==> src/rtl/leb_pkg.sv <==
`default_nettype none

package leb_pkg;

  localparam int unsigned ValueWidth = 64;
  localparam int unsigned HalfWidth  = 32;
  localparam int unsigned ByteWidth  = 8;
  localparam int unsigned GroupBits  = 7;
  localparam int unsigned CountWidth = 4;

  localparam logic OP_ENCODE = 1'b0;
  localparam logic OP_DECODE = 1'b1;

  localparam logic KIND_BYTE  = 1'b0;
  localparam logic KIND_VALUE = 1'b1;

  localparam logic [CountWidth-1:0] MAX_BYTES_32 = 4'd5;
  localparam logic [CountWidth-1:0] MAX_BYTES_64 = 4'd10;

  localparam logic [ByteWidth-1:0] CONT_BIT = 8'h80;

  typedef struct packed {
    logic                  kind;
    logic [ByteWidth-1:0]  byte_out;
    logic [ValueWidth-1:0] value_out;
    logic                  last;
  } result_t;

endpackage

`default_nettype wire

==> src/rtl/varint_leb128_codec.sv <==
`default_nettype none

// Unsigned LEB128 varint codec, 32-bit or 64-bit mode selected by the one config bit.
// A decode item (tuser = 1) feeds one byte; a result item carrying
// the value comes out when a byte has no continuation bit or the mode's byte limit is
// hit. An encode item (tuser = 0) gives an n-byte encoding (1 to 5 in
// 32-bit mode, 1 to 10 in 64-bit mode): the work register shifts out one 7-bit group
// per cycle into the output register while that register can take it. Results are
// registered there. Change the mode only while no item is in flight.
module varint_leb128_codec (
  input  wire logic        clk_i,
  input  wire logic        rst_ni,
  input  wire logic        cfg_we_i,
  input  wire logic        cfg_wdata_i,      // long_mode
  input  wire logic        s_axis_tvalid_i,
  output logic             s_axis_tready_o,
  input  wire logic [71:0] s_axis_tdata_i,   // value_in [63:0], byte_in [71:64]
  input  wire logic        s_axis_tuser_i,   // op
  output logic             m_axis_tvalid_o,
  input  wire logic        m_axis_tready_i,
  output logic      [71:0] m_axis_tdata_o,   // byte_out [7:0], value_out [71:8]
  output logic             m_axis_tuser_o,   // kind
  output logic             m_axis_tlast_o    // last
);
  import leb_pkg::*;

  logic                  long_mode_q;
  logic                  work_valid_q;
  logic                  work_op_q;
  logic [ValueWidth-1:0] work_val_q;
  logic [ByteWidth-1:0]  work_byte_q;
  logic                  out_valid_q;
  result_t               out_q, out_d;

  logic                  slot_free;
  logic                  dec_done;
  logic [ValueWidth-1:0] dec_value;
  logic                  is_dec;
  logic                  fire;
  logic                  emit;
  logic                  finish;
  logic                  accept;
  logic [ValueWidth-1:0] enc_rem;
  logic                  enc_last;
  logic [ValueWidth-1:0] in_value;

  assign is_dec    = (work_op_q == OP_DECODE);
  assign slot_free = !out_valid_q || m_axis_tready_i;
  assign enc_rem   = work_val_q >> GroupBits;
  assign enc_last  = (enc_rem == '0);
  assign fire      = work_valid_q && (slot_free || (is_dec && !dec_done));
  assign emit      = fire && (!is_dec || dec_done);
  assign finish    = fire && (is_dec || enc_last);

  assign s_axis_tready_o = !work_valid_q || finish;
  assign accept          = s_axis_tvalid_i && s_axis_tready_o;

  assign in_value = long_mode_q ? s_axis_tdata_i[ValueWidth-1:0]
                                : {{HalfWidth{1'b0}}, s_axis_tdata_i[HalfWidth-1:0]};

  leb_dec u_dec (
    .clk_i       (clk_i),
    .rst_ni      (rst_ni),
    .long_mode_i (long_mode_q),
    .step_i      (fire && is_dec),
    .byte_i      (work_byte_q),
    .done_o      (dec_done),
    .value_o     (dec_value)
  );

  always_comb begin
    if (is_dec) begin
      out_d.kind      = KIND_VALUE;
      out_d.byte_out  = '0;
      out_d.value_out = dec_value;
      out_d.last      = 1'b1;
    end else begin
      out_d.kind      = KIND_BYTE;
      out_d.byte_out  = {!enc_last, work_val_q[GroupBits-1:0]};
      out_d.value_out = '0;
      out_d.last      = enc_last;
    end
  end

  always_ff @(posedge clk_i or negedge rst_ni) begin
    if (!rst_ni) begin
      long_mode_q  <= 1'b0;
      work_valid_q <= 1'b0;
      out_valid_q  <= 1'b0;
    end else begin
      if (cfg_we_i) begin
        long_mode_q <= cfg_wdata_i;
      end
      if (accept) begin
        work_valid_q <= 1'b1;
      end else if (finish) begin
        work_valid_q <= 1'b0;
      end
      if (emit) begin
        out_valid_q <= 1'b1;
      end else if (m_axis_tready_i) begin
        out_valid_q <= 1'b0;
      end
    end
  end

  // payload registers
  always_ff @(posedge clk_i) begin
    if (accept) begin
      work_op_q   <= s_axis_tuser_i;
      work_val_q  <= in_value;
      work_byte_q <= s_axis_tdata_i[71:64];
    end else if (fire && !finish) begin
      work_val_q  <= enc_rem;
    end
    if (emit) begin
      out_q <= out_d;
    end
  end

  assign m_axis_tvalid_o = out_valid_q;
  assign m_axis_tdata_o  = {out_q.value_out, out_q.byte_out};
  assign m_axis_tuser_o  = out_q.kind;
  assign m_axis_tlast_o  = out_q.last;

  // continuation bit is set exactly on the bytes that are not last
  assert property (@(posedge clk_i) disable iff (!rst_ni)
    out_valid_q && (out_q.kind == KIND_BYTE) |-> (out_q.byte_out[ByteWidth-1] == !out_q.last))
    else $error("encoded byte continuation disagrees with last");

  assert property (@(posedge clk_i) disable iff (!rst_ni)
    out_valid_q && (out_q.kind == KIND_VALUE) |-> out_q.last && (out_q.byte_out == '0))
    else $error("decoded value item malformed");

  assert property (@(posedge clk_i) disable iff (!rst_ni)
    work_valid_q && !finish |=> work_valid_q)
    else $error("work item dropped before it finished");

  assert property (@(posedge clk_i) disable iff (!rst_ni)
    emit |-> slot_free)
    else $error("result written over an untaken result");

endmodule

`default_nettype wire

==> src/rtl/leb_dec.sv <==
`default_nettype none

module leb_dec (
  input  wire logic                           clk_i,
  input  wire logic                           rst_ni,
  input  wire logic                           long_mode_i,
  input  wire logic                           step_i,
  input  wire logic [leb_pkg::ByteWidth-1:0]  byte_i,
  output logic                                done_o,
  output logic      [leb_pkg::ValueWidth-1:0] value_o
);
  import leb_pkg::*;

  logic [ValueWidth-1:0] acc_q, acc_d;
  logic [CountWidth-1:0] count_q, count_d;
  logic [CountWidth-1:0] count_inc;
  logic [CountWidth-1:0] max_bytes;
  logic [6:0]            shift_full;
  logic [5:0]            shift;
  logic [ValueWidth-1:0] acc_next;

  // bit offset of the incoming group, at most 63
  assign shift_full = {3'b000, count_q} * 7'd7;
  assign shift      = shift_full[5:0];
  assign acc_next   = acc_q | ({{(ValueWidth-GroupBits){1'b0}}, byte_i[GroupBits-1:0]} << shift);
  assign count_inc  = count_q + 4'd1;
  assign max_bytes  = long_mode_i ? MAX_BYTES_64 : MAX_BYTES_32;
  assign done_o     = !byte_i[ByteWidth-1] || (count_inc >= max_bytes);
  assign value_o    = long_mode_i ? acc_next : {{HalfWidth{1'b0}}, acc_next[HalfWidth-1:0]};

  always_comb begin
    acc_d   = acc_q;
    count_d = count_q;
    if (step_i) begin
      if (done_o) begin
        acc_d   = '0;
        count_d = '0;
      end else begin
        acc_d   = acc_next;
        count_d = count_inc;
      end
    end
  end

  always_ff @(posedge clk_i or negedge rst_ni) begin
    if (!rst_ni) begin
      acc_q   <= '0;
      count_q <= '0;
    end else begin
      acc_q   <= acc_d;
      count_q <= count_d;
    end
  end

  // count wraps back to zero before it could reach the longest run
  assert property (@(posedge clk_i) disable iff (!rst_ni) count_q < MAX_BYTES_64)
    else $error("decode byte count out of range");

  assert property (@(posedge clk_i) disable iff (!rst_ni)
    step_i && done_o |=> (count_q == '0) && (acc_q == '0))
    else $error("decoder state not cleared after a value");

  assert property (@(posedge clk_i) disable iff (!rst_ni)
    step_i && !done_o |=> (count_q == $past(count_inc)))
    else $error("decode byte count did not advance");

endmodule

`default_nettype wire

==> config.mk <==
export PLATFORM = sky130hd
export DESIGN_NAME = varint_leb128_codec
export DESIGN_NICKNAME = d
export VERILOG_FILES = /design/src/rtl/leb_pkg.sv /design/src/rtl/varint_leb128_codec.sv /design/src/rtl/leb_dec.sv
export SDC_FILE = /design/constraint.sdc
export NUM_CORES = 1
export LEC_CHECK = 0
export BUFFER_PORTS_ARGS = -buffer_cell sky130_fd_sc_hd__clkbuf_2
export CORE_MARGIN = 3
export CORE_UTILIZATION = 52
export CTS_BUF_LIST = sky130_fd_sc_hd__clkbuf_16
export CTS_CLUSTER_SIZE = 12
export DETAILED_ROUTE_END_ITERATION = 8
export GPL_TIMING_DRIVEN = 1
export PLACE_DENSITY = 0.87
export SLEW_MARGIN = 20
export SYNTH_ARGS = -nofsm -noshare
export SYNTH_HDL_FRONTEND = slang
export SYNTH_HIERARCHICAL = 1
export SYNTH_SLANG_ARGS = --single-unit
==> constraint.sdc <==
create_clock -name clk_i -period 5.05 [get_ports clk_i]
set_input_delay 1.01 -clock clk_i [delete_from_list [all_inputs] [get_ports clk_i]]
set_output_delay 1.01 -clock clk_i [all_outputs]
set_load 0.005 [all_outputs]
# == Word-level counts from Yosys, hierarchy flattened ==
# Cells that the tools add are included.
# word_totals
latchBits,0
input_bits,79
regBits,218
output_inout_bits,76
mem_count,0
wordCells,55
romBits,0
mem_bits_rw,0
# op_classes
eq_ne,0
mul,1
n_div,0
add_sub_neg,1
shifts,1
n_reduce_logical,25
bitwise,1
magnitude_cmp,1
n_mux,12
# op_table
op,n
$mux 64,5
$mux 74,1
$logic_not 64->1,1
$or 64x64->64,1
$shl 7x6->64,1
$mux 4,2
$logic_and 1x1->1,7
$logic_not 1->1,7
$logic_or 1x1->1,6
$mul 4x3->6 const B,1
$reduce_bool 2->1,3
$add 4x1->4 const B,1
$ge 4x4->1,1
$mux 1,4
$reduce_and 2->1,1

# == Logic depth before layout (Yosys ltp) ==
# Gate-level depths: netlist (run 1).
# depth
depth_word,12
ltp_mapped,15
depth_no_buf,12

# == Modules after synthesis ==
# Netlist (run 1), hierarchy kept.
# by_module_without_submodules
mod,area_per_inst_um2,cells_per_inst,instances,seq_area_each_um2
varint_leb128_codec,6075.8,382,1,4489.3
leb_dec,4302.9,399,1,1701.6

# == Worst setup path before layout (run 1) ==
# Ideal clock, no wire load.
# synth_path
kind,reg-to-reg
from,reg long_mode_q
to,reg out_q (netlist bit m_axis_tdata_o[0]) (enable)
path_buffers,2
path_stages_with_launch,10
path_slack_ps,-433
setup_time_ps,507
period_less_slack_ps,5483
arrival_ps,4976
required_time_ps,4543
path_cell_list,dfrtp_1 -> clkbuf_1 -> inv_1 -> clkbuf_1 -> ha_1 -> nand2b_1 -> a211oi_2 -> o21ai_2 -> o21ai_0 -> nor2_1
# synth_between
elab_chain_len,8
word_cells_on_any_way,9
classes_between,order compare: 1; mux: 1; reduce/logical: 7
# synth_lines
item,line_no,source
"start, declared",varint_leb128_codec.sv:27,logic long_mode_q;
"start signal, assigned",varint_leb128_codec.sv:92,long_mode_q <= cfg_wdata_i;
$mux 4 (*),leb_dec.sv:27,assign max_bytes = long_mode_i ? MAX_BYTES_64 : MAX_BYTES_32;
$ge 4x4->1 (*),leb_dec.sv:28,assign done_o = !byte_i[ByteWidth-1] || (count_inc >= max_bytes);
$logic_or 1x1->1 (*),leb_dec.sv:28,
net dec_done,varint_leb128_codec.sv:36,logic dec_done;
$logic_not 1->1,varint_leb128_codec.sv:51,assign fire = work_valid_q && (slot_free || (is_dec && !dec_done));
$logic_and 1x1->1,varint_leb128_codec.sv:51,
$logic_or 1x1->1,varint_leb128_codec.sv:51,
$logic_and 1x1->1,varint_leb128_codec.sv:51,
$logic_and 1x1->1 (*),varint_leb128_codec.sv:52,assign emit = fire && (!is_dec || dec_done);
net emit,varint_leb128_codec.sv:40,logic emit;
"end signal, assigned",varint_leb128_codec.sv:117,out_q <= out_d;
"end, declared",varint_leb128_codec.sv:33,"result_t out_q, out_d;"
# Mark *: on every way through the listed nets, which the timed path passes. The rest lies on a longest branch.
# A chain may end at the register's enable or synchronous reset.

# == Worst setup path after layout (run 1) ==
# layout_path
from,reg u_dec.count_q[1]
to,out s_axis_tready_o
# layout_between
elab_chain_len,9
# layout_lines
item,line_no,source
"start, declared",leb_dec.sv:15,"logic [CountWidth-1:0] count_q, count_d;"
"start signal, assigned",leb_dec.sv:51,count_q <= count_d;
$add 4x1->4,leb_dec.sv:26,assign count_inc = count_q + 4'd1;
$ge 4x4->1,leb_dec.sv:28,
$logic_or 1x1->1,leb_dec.sv:28,
net dec_done,varint_leb128_codec.sv:36,
$logic_not 1->1,varint_leb128_codec.sv:51,
$logic_and 1x1->1,varint_leb128_codec.sv:51,
$logic_or 1x1->1,varint_leb128_codec.sv:51,
$logic_and 1x1->1,varint_leb128_codec.sv:51,
$logic_and 1x1->1,varint_leb128_codec.sv:53,assign finish = fire && (is_dec || enc_last);
$logic_or 1x1->1,varint_leb128_codec.sv:55,assign s_axis_tready_o = !work_valid_q || finish;
"end, declared",varint_leb128_codec.sv:16,"output logic s_axis_tready_o,"
# The timed path passes the listed nets, and every way through them passes these cells.

==> impl_results.md, run 1 <==
- Status: completed
- WP data required: 4.04 ns
- Post-CTS Resized: 0
- FF+latch count, synth: 218
- Unique masters post-synth: 73
- DR DRC count: 0
- Initial core utilization: 53.2%
- Worst path cell trace: ha_1 -> ha_1 -> a211oi_2 -> o21ai_2 -> o21ai_0 -> nor2_1 -> nor2_1 -> clkbuf_2
- # Post-CTS Setup Buffers: 0
- TritonCTS Buffers: 23
- MaxCap Viol Count: 0
- Register area share after synthesis: 59.7%
- Mapped Cells: 781
- Root Driver: clkbuf_16
- Crit. End Element: output pin
- Clk_skew: 0.0257 ns
- Drt pass-1 iters: 5
- Pwr Density: 518 mW/mm^2
- Hold EP: u_dec/acc_q[22]$_DFFE_PN0P_
- Rows: 51
- First-pass GRT wire length: 36,200 um
- Antenna diode count: 0
- Largest stage delay on the critical path: 0.71 ns
- P_leak: 5.17 nW
- Final Setup Violations: 0
- CTS tree: yes
- Dpl hpwl: 15,400 um
- Die height: 147 um
- DIE AREA: 0.0217 mm^2
- Most common cell after layout, fill and taps aside: clkbuf_2
- RSZ-0062 raised after global routing: no
- Critical R2R Launch: u_dec/count_q[1]$_DFFE_PN0P_
- Hold depth: 1
- Setup crit start: u_dec/count_q[1]$_DFFE_PN0P_
- Crit-path leading delay family: adder cells
- Hold Startpoint: u_dec/acc_q[22]$_DFFE_PN0P_
- Hold buffers post-CTS: 0
- Finished Layout Cells: 1,209
- Critical path data arrival time: 3.66 ns
- Crit Path Max Fanout: 18
- Core Area: 0.0195 mm^2
- Type of the worst min-delay path: flop to flop
- Area Growth Syn to Fin: 16.4%
- Layout cells sized above 1: 28.8%
- Worst-Skew Late Latency: 0.52 ns
- F_max: 214 MHz
- Final period util: 92.5%
- Worst R2R Path Depth: 8
- Actual slew at the worst max-slew pin: 1.01 ns
- Vias: 7,066
- Port Buffers: 154
- Clk sink count: 218
- GR Util All Layers: 20.6%
- Wirelength, routed: 22,800 um
- Post-DRT Antenna Nets: 0
- Final Critical Period: 4.67 ns
- Setup TNS: 0 ns
- CP bufs+invs: 1
- Syn Nets: 874
- Post-synth ARST share: 32.6%
- Crit Path Class: flop to output pin
- Final estimated routing congestion in global placement: 0.909
- Placed Cells: 1,167
- FF-to-FF End: work_val_q[3]$_DFFE_PP_
- Vias in the first global route: 6,872
- Clk slew on worst S/H paths: 0.06 ns
- Most frequent cells in the layout: clkbuf_2, edfxtp_1, dfrtp_1
- Final core area utilization: 61.9%
- Ys Warns: 6
- Synth Cell Area: 0.0104 mm^2
- CTS max path bufs: 3
- Initial DRC count: 591
- Max-slew headroom: 32.7%
- Crit start category: flop
- Grt ovf: 0
- Ports: 155
- DR WL/cell: 18.8 um
- Min Hold Slack: 0.487 ns
- Post-synth EDFFs: 147
- Final nets: 1,020
- CTS H-tree lvls: 1
- CP max stage cell: ha_1
- Via density: 5.84
- Peak supply drop: 283 uV
- Main flop type after synthesis: edfxtp_1
- Fin. Hold Viols: 0
- Final max-slew violation count: 0
- Worst reg2reg setup slack: 0.50 ns
- Largest net degree at the start of global routing: 76
- Die X: 147 um
- Antenna violations before repair: 0
- Syn Area/Cell: 13.3 um^2
## worst max-delay path by stage
stage                                           to  slack [ns]  cells after the start
after floorplan            work_val_q[0]$_DFFE_PP_        0.24                     12
after global placement    work_val_q[26]$_DFFE_PP_        0.74                      8
after detailed placement  work_val_q[25]$_DFFE_PP_        0.52                      8
after CTS                          s_axis_tready_o        0.37                      8
after global routing               s_axis_tready_o         0.1                      8
final                              s_axis_tready_o        0.38                      8
## worst reg2reg max path, cell delays in order, from the launching register on
cell and delay (ns):
dfrtp_1 0.47, ha_1 0.71, ha_1 0.35, a211oi_2 0.32, o21ai_2 0.20, o21ai_0 0.52, or2_2 0.54, o21a_2 0.69
buf_4 0.42
## kinds of logic (layout without fill, tap and decap cells)
family	after synthesis	count (layout)	synth area share, %
simple gates	227	227	12.8
flops	218	218	59.7
compound gates	197	197	15.7
buf+inv	65	228	3.11
mux	54	54	6.22
fa+ha+maj	14	14	1.98
xor+xnor	6	6	0.579
## flip-flops by register name, indices dropped and copies added, names as in the netlist, 4 cells and up
signal and flops:
u_dec/acc_q 64, u_dec/count_q 4, work_val_q 64, m_axis_tdata_o 72
work_byte_q 8
## area by class of cell
type / count / area (um^2)
clock buffer: 24 / 601
clock inverter: 18 / 110
fill: 1501 / 7450
inverter: 16 / 60.1
multi-input combinational: 498 / 3890
sequential: 218 / 6190
tap: 265 / 332
timing repair buffer: 170 / 893
## metrics by stage
stage / worst slack [ns] / total power (W) / instance area (um^2)
after CTS: 0.366 / 0.00628 / 12100
after floorplan: 0.241 / 0.00408 / 10400
after global routing: 0.0950 / 0.00659 / 12100
after detailed placement: 0.521 / 0.00468 / 11400
final: 0.380 / 0.00626 / 12100
after global placement: 0.739 / 0.00463 / 11400
## report_power, final
part | internal (W) | total [W] | switching [W]
sequential | 0.00236 | 0.00252 | 0.000160
clock | 0.000909 | 0.00158 | 0.000667
combinational | 0.000836 | 0.00216 | 0.00132
total | 0.00411 | 0.00626 | 0.00215
## synth_stat cells, drive strengths merged, types with 3 or more instances
master / n / area share, %
buf: 26 / 1.7
nand3: 29 / 1.4
o21bai: 4 / 0.29
mux2i: 12 / 1.5
a32o: 3 / 0.29
nor2b: 11 / 0.66
nand2: 36 / 1.4
inv: 16 / 0.58
fa: 4 / 0.77
o21ai: 11 / 0.60
edfxtp: 147 / 43
nand2b: 4 / 0.24
a211oi: 3 / 0.31
nor3: 16 / 1.1
o22ai: 8 / 0.54
mux2: 42 / 4.7
clkbuf: 23 / 0.83
dfrtp: 71 / 17
xnor2: 3 / 0.25
or2: 5 / 0.30
nor4: 16 / 1.2
nor2: 26 / 1.1
xor2: 3 / 0.33
nand4: 4 / 0.24
and2: 68 / 4.1
nor3b: 3 / 0.33
ha: 10 / 1.2
o21a: 5 / 0.36
a21oi: 11 / 0.64
o2bb2ai: 37 / 3.1
a22o: 69 / 5.8
a21o: 30 / 2.2
## metal layers
metal | routed length, um | up-vias | GRT usage, %
met4 | 620 | 0 | 6.57
met3 | 1370 | 40 | 3.18
met2 | 11000 | 246 | 33.0
met1 | 9820 | 3509 | 29.3
met5 | 0 | - | 0
li1 | - | 3271 | -
(Power assumes the default switching activity.)
==> run 2: changes to the inputs <==
- CORE_ASPECT_RATIO: default -> 1.2
- CORE_UTILIZATION: 52 -> 57
- PLACE_DENSITY: 0.87 -> 0.9
- RECOVER_POWER: default -> 50
- clock period: 5.05 -> 4.3 ns (I/O delays scaled with it)
==> run 2 against run 1 <==
Against the previous run: the run now ends with capacitance limit, slew limit left; critical endpoint is now u_dec/acc_q[52]$_DFFE_PN0P_; largest power group unchanged; cell area is 0.96% lower; total power is 16% higher; clock power is 7% higher; sequential share of layout area is 0.50 points higher; clock skew is 0.016 ns lower; first-iteration DRC count is 17% higher; sequential cell count stayed put; core utilization is 5.7 points higher; critical path depth is 4 higher; final cell count is 3.5% lower.
==> impl_results.md, run 2 (synthesis results as in run 1) <==
- Ports: 155 (unchanged)
- # Post-CTS Setup Buffers: 0 (unchanged)
- DIE AREA: 0.0199 mm^2 (-8.4%)
- Worst-Skew Late Latency: 0.51 ns (about the same)
- DR WL/cell: 20.7 um (+10%)
- Type of the worst min-delay path: flop to flop
- Antenna violations before repair: 0 (unchanged)
- Clk sink count: 218 (unchanged)
- Fill count: 1,229 (-18%)
- CP max stage cell: nor2_1
- Largest stage delay on the critical path: 0.62 ns (-0.09 ns)
- Final nets: 1,024 (+0.39%)
- Crit Path Class: flop to flop
- MaxCap Viol Count: 2 (+2)
- Final Setup Violations: 0 (unchanged)
- Actual slew at the worst max-slew pin: 1.72 ns (+0.711 ns)
- P_leak: 5.03 nW (-2.5%)
- CTS tree: yes
- Initial core utilization: 58.6% (+5.5 points)
- Via density: 6.21 (+6.2%)
- Stages on worst setup path: 12 (+4)
- Worst R2R Path Depth: 12 (+4)
- Pwr Density: 608 mW/mm^2 (+17%)
- Crit Path Max Fanout: 10 (-8)
- Worst path cell trace: ha_1 -> xor2_1 -> ha_1 -> o21ai_0 -> o21ai_2 -> a21oi_1 -> clkbuf_1 -> nand2_1 -> nor2_1 -> o21ai_1 -> nor2_1 -> a22o_1
- DR DRC count: 0 (unchanged)
- Max-slew headroom: -14.6% (-47 points)
- Die X: 129 um (-12%)
- Drt pass-1 iters: 5 (unchanged)
- Final instance area: 0.0120 mm^2 (-0.96%)
- Core Area: 0.0177 mm^2 (-9.3%)
- Root Driver: clkbuf_16
- Post-DRT Antenna Nets: 0 (unchanged)
- First-pass GRT wire length: 37,300 um (+3.1%)
- Wirelength, routed: 24,200 um (+6.3%)
- Crit start category: flop
- Critical R2R Launch: u_dec/count_q[1]$_DFFE_PN0P_
- Setup TNS: 0 ns (unchanged)
- Vias: 7,246 (+2.5%)
- Crit. End Element: flop
- Die height: 154 um (+4.4%)
- Area Growth Syn to Fin: 15.3%
- Setup crit start: u_dec/count_q[1]$_DFFE_PN0P_
- Final max-slew violation count: 74 (+74)
- Most frequent cells in the layout: edfxtp_1, clkbuf_2, dfrtp_1
- Final estimated routing congestion in global placement: 0.903 (-0.62%)
- WP data required: 4.74 ns (+0.70 ns)
- Largest net degree at the start of global routing: 75 (-1.3%)
- Port Buffers: 154 (unchanged)
- CTS max path bufs: 3 (unchanged)
- Fin. Hold Viols: 0 (unchanged)
- CP bufs+invs: 1 (unchanged)
- CTS H-tree lvls: 1 (unchanged)
- Antenna diode count: 0 (unchanged)
- Critical path data arrival time: 4.40 ns (+0.74 ns)
- Grt ovf: 0 (unchanged)
- Final Critical Period: 3.96 ns
- GR Util All Layers: 23.7% (+3.1 points)
- Rows: 53 (+3.9%)
- Max FFs per register: 72 (unchanged)
- FF-to-FF End: u_dec/acc_q[52]$_DFFE_PN0P_
- Status: complete, but fails checks
- Most common cell after layout, fill and taps aside: edfxtp_1
- Vias in the first global route: 6,986 (+1.7%)
- Clk_skew: 0.0101 ns (-0.0156 ns)
- Layout cells sized above 1: 24.0% (-4.8 points)
- Capture point of the worst path: u_dec/acc_q[52]$_DFFE_PN0P_
- TritonCTS Buffers: 22 (-4.3%)
- Cell Area, Placed: 0.0114 mm^2 (about the same)
- Violated checks: capacitance limit, slew limit
- RSZ-0062 raised after global routing: no
- Initial DRC count: 691 (+17%)
- Clk slew on worst S/H paths: 0.06 ns (about the same)
- Crit-path leading delay family: compound AO/OA/AOI/OAI gates
- Worst reg2reg setup slack: 0.34 ns (-0.16 ns)
- Peak supply drop: 335 uV (+18%)
- Dpl hpwl: 16,400 um (+6.3%)
- F_max: 252 MHz
- Final period util: 92.1%
==> run 2: cell count changes in the layout (fill, tap and decap cells not counted), sizes merged <==
cell,delta
clkbuf,+2
buf,+1
bufinv,-1
inv,+3
clkinv,-2
==> run 2: worst min path at each step <==
stage / depth (start not counted) / from / slack (ns) / end
2_1_floorplan: 0 / is_dec$_DFFE_PP_ / 0.45 / m_axis_tuser_o$_DFFE_PP_
3_3_place_gp: 1 / u_dec/acc_q[13]$_DFFE_PN0P_ / 0.47 / u_dec/acc_q[13]$_DFFE_PN0P_
3_5_place_dp: 1 / u_dec/acc_q[22]$_DFFE_PN0P_ / 0.47 / u_dec/acc_q[22]$_DFFE_PN0P_
4_1_cts: 1 / rst_ni / 0.41 / u_dec/acc_q[6]$_DFFE_PN0P_
5_1_grt: 1 / u_dec/acc_q[22]$_DFFE_PN0P_ / 0.51 / u_dec/acc_q[22]$_DFFE_PN0P_
6_report: 1 / u_dec/acc_q[22]$_DFFE_PN0P_ / 0.48 / u_dec/acc_q[22]$_DFFE_PN0P_
==> run 2: what timing repair did <==
item                                   in CTS  in global routing
endpoints found under the hold margin       0                  0
setup endpoints to repair                   0                  1
hold buffers                                0                  0
gates resized for setup                     0                  1
==> run 2: stage by stage <==
stage	instances	hold WS [ns]	setup WS (ns)	power [W]	utilization [%]
finish	1167	0.480	0.340	0.00727	67.6
floorplan	781	0.448	0.0436	0.00479	-
detailed placement	1126	0.472	0.548	0.00558	64.2
CTS	1166	0.407	0.207	0.00727	67.8
global placement	1126	0.467	0.742	0.00550	64.2
global route	1167	0.515	0.0553	0.00761	67.6
==> run 2: cell type report <==
class | instances | area, um^2 | share of cell area, %
Inverter | 16 | 60.1 | 0.502
Timing Repair Buffer | 175 | 918 | 7.68
Clock inverter | 18 | 81.3 | 0.680
Multi-Input combinational cell | 498 | 3890 | 32.5
Tap cell | 220 | 275 | 2.30
Clock buffer | 22 | 551 | 4.60
Sequential cell | 218 | 6190 | 51.8
==> run 2: power breakdown <==
group	internal (W)	leakage [nW]	switching (W)
clock network	0.000926	0.363	0.000767
registers	0.00278	2.44	0.000217
logic	0.000992	2.24	0.00159
total	0.00469	5.03	0.00258
==> run 2: per-layer routing <==
layer / track usage, % / vias up / routed length [um]
met2: 40.9 / 362 / 12500
met5: 0 / - / 0
li1: - / 3272 / -
met3: 3.47 / 57 / 1790
met1: 30.5 / 3555 / 9130
met4: 8.25 / 0 / 735
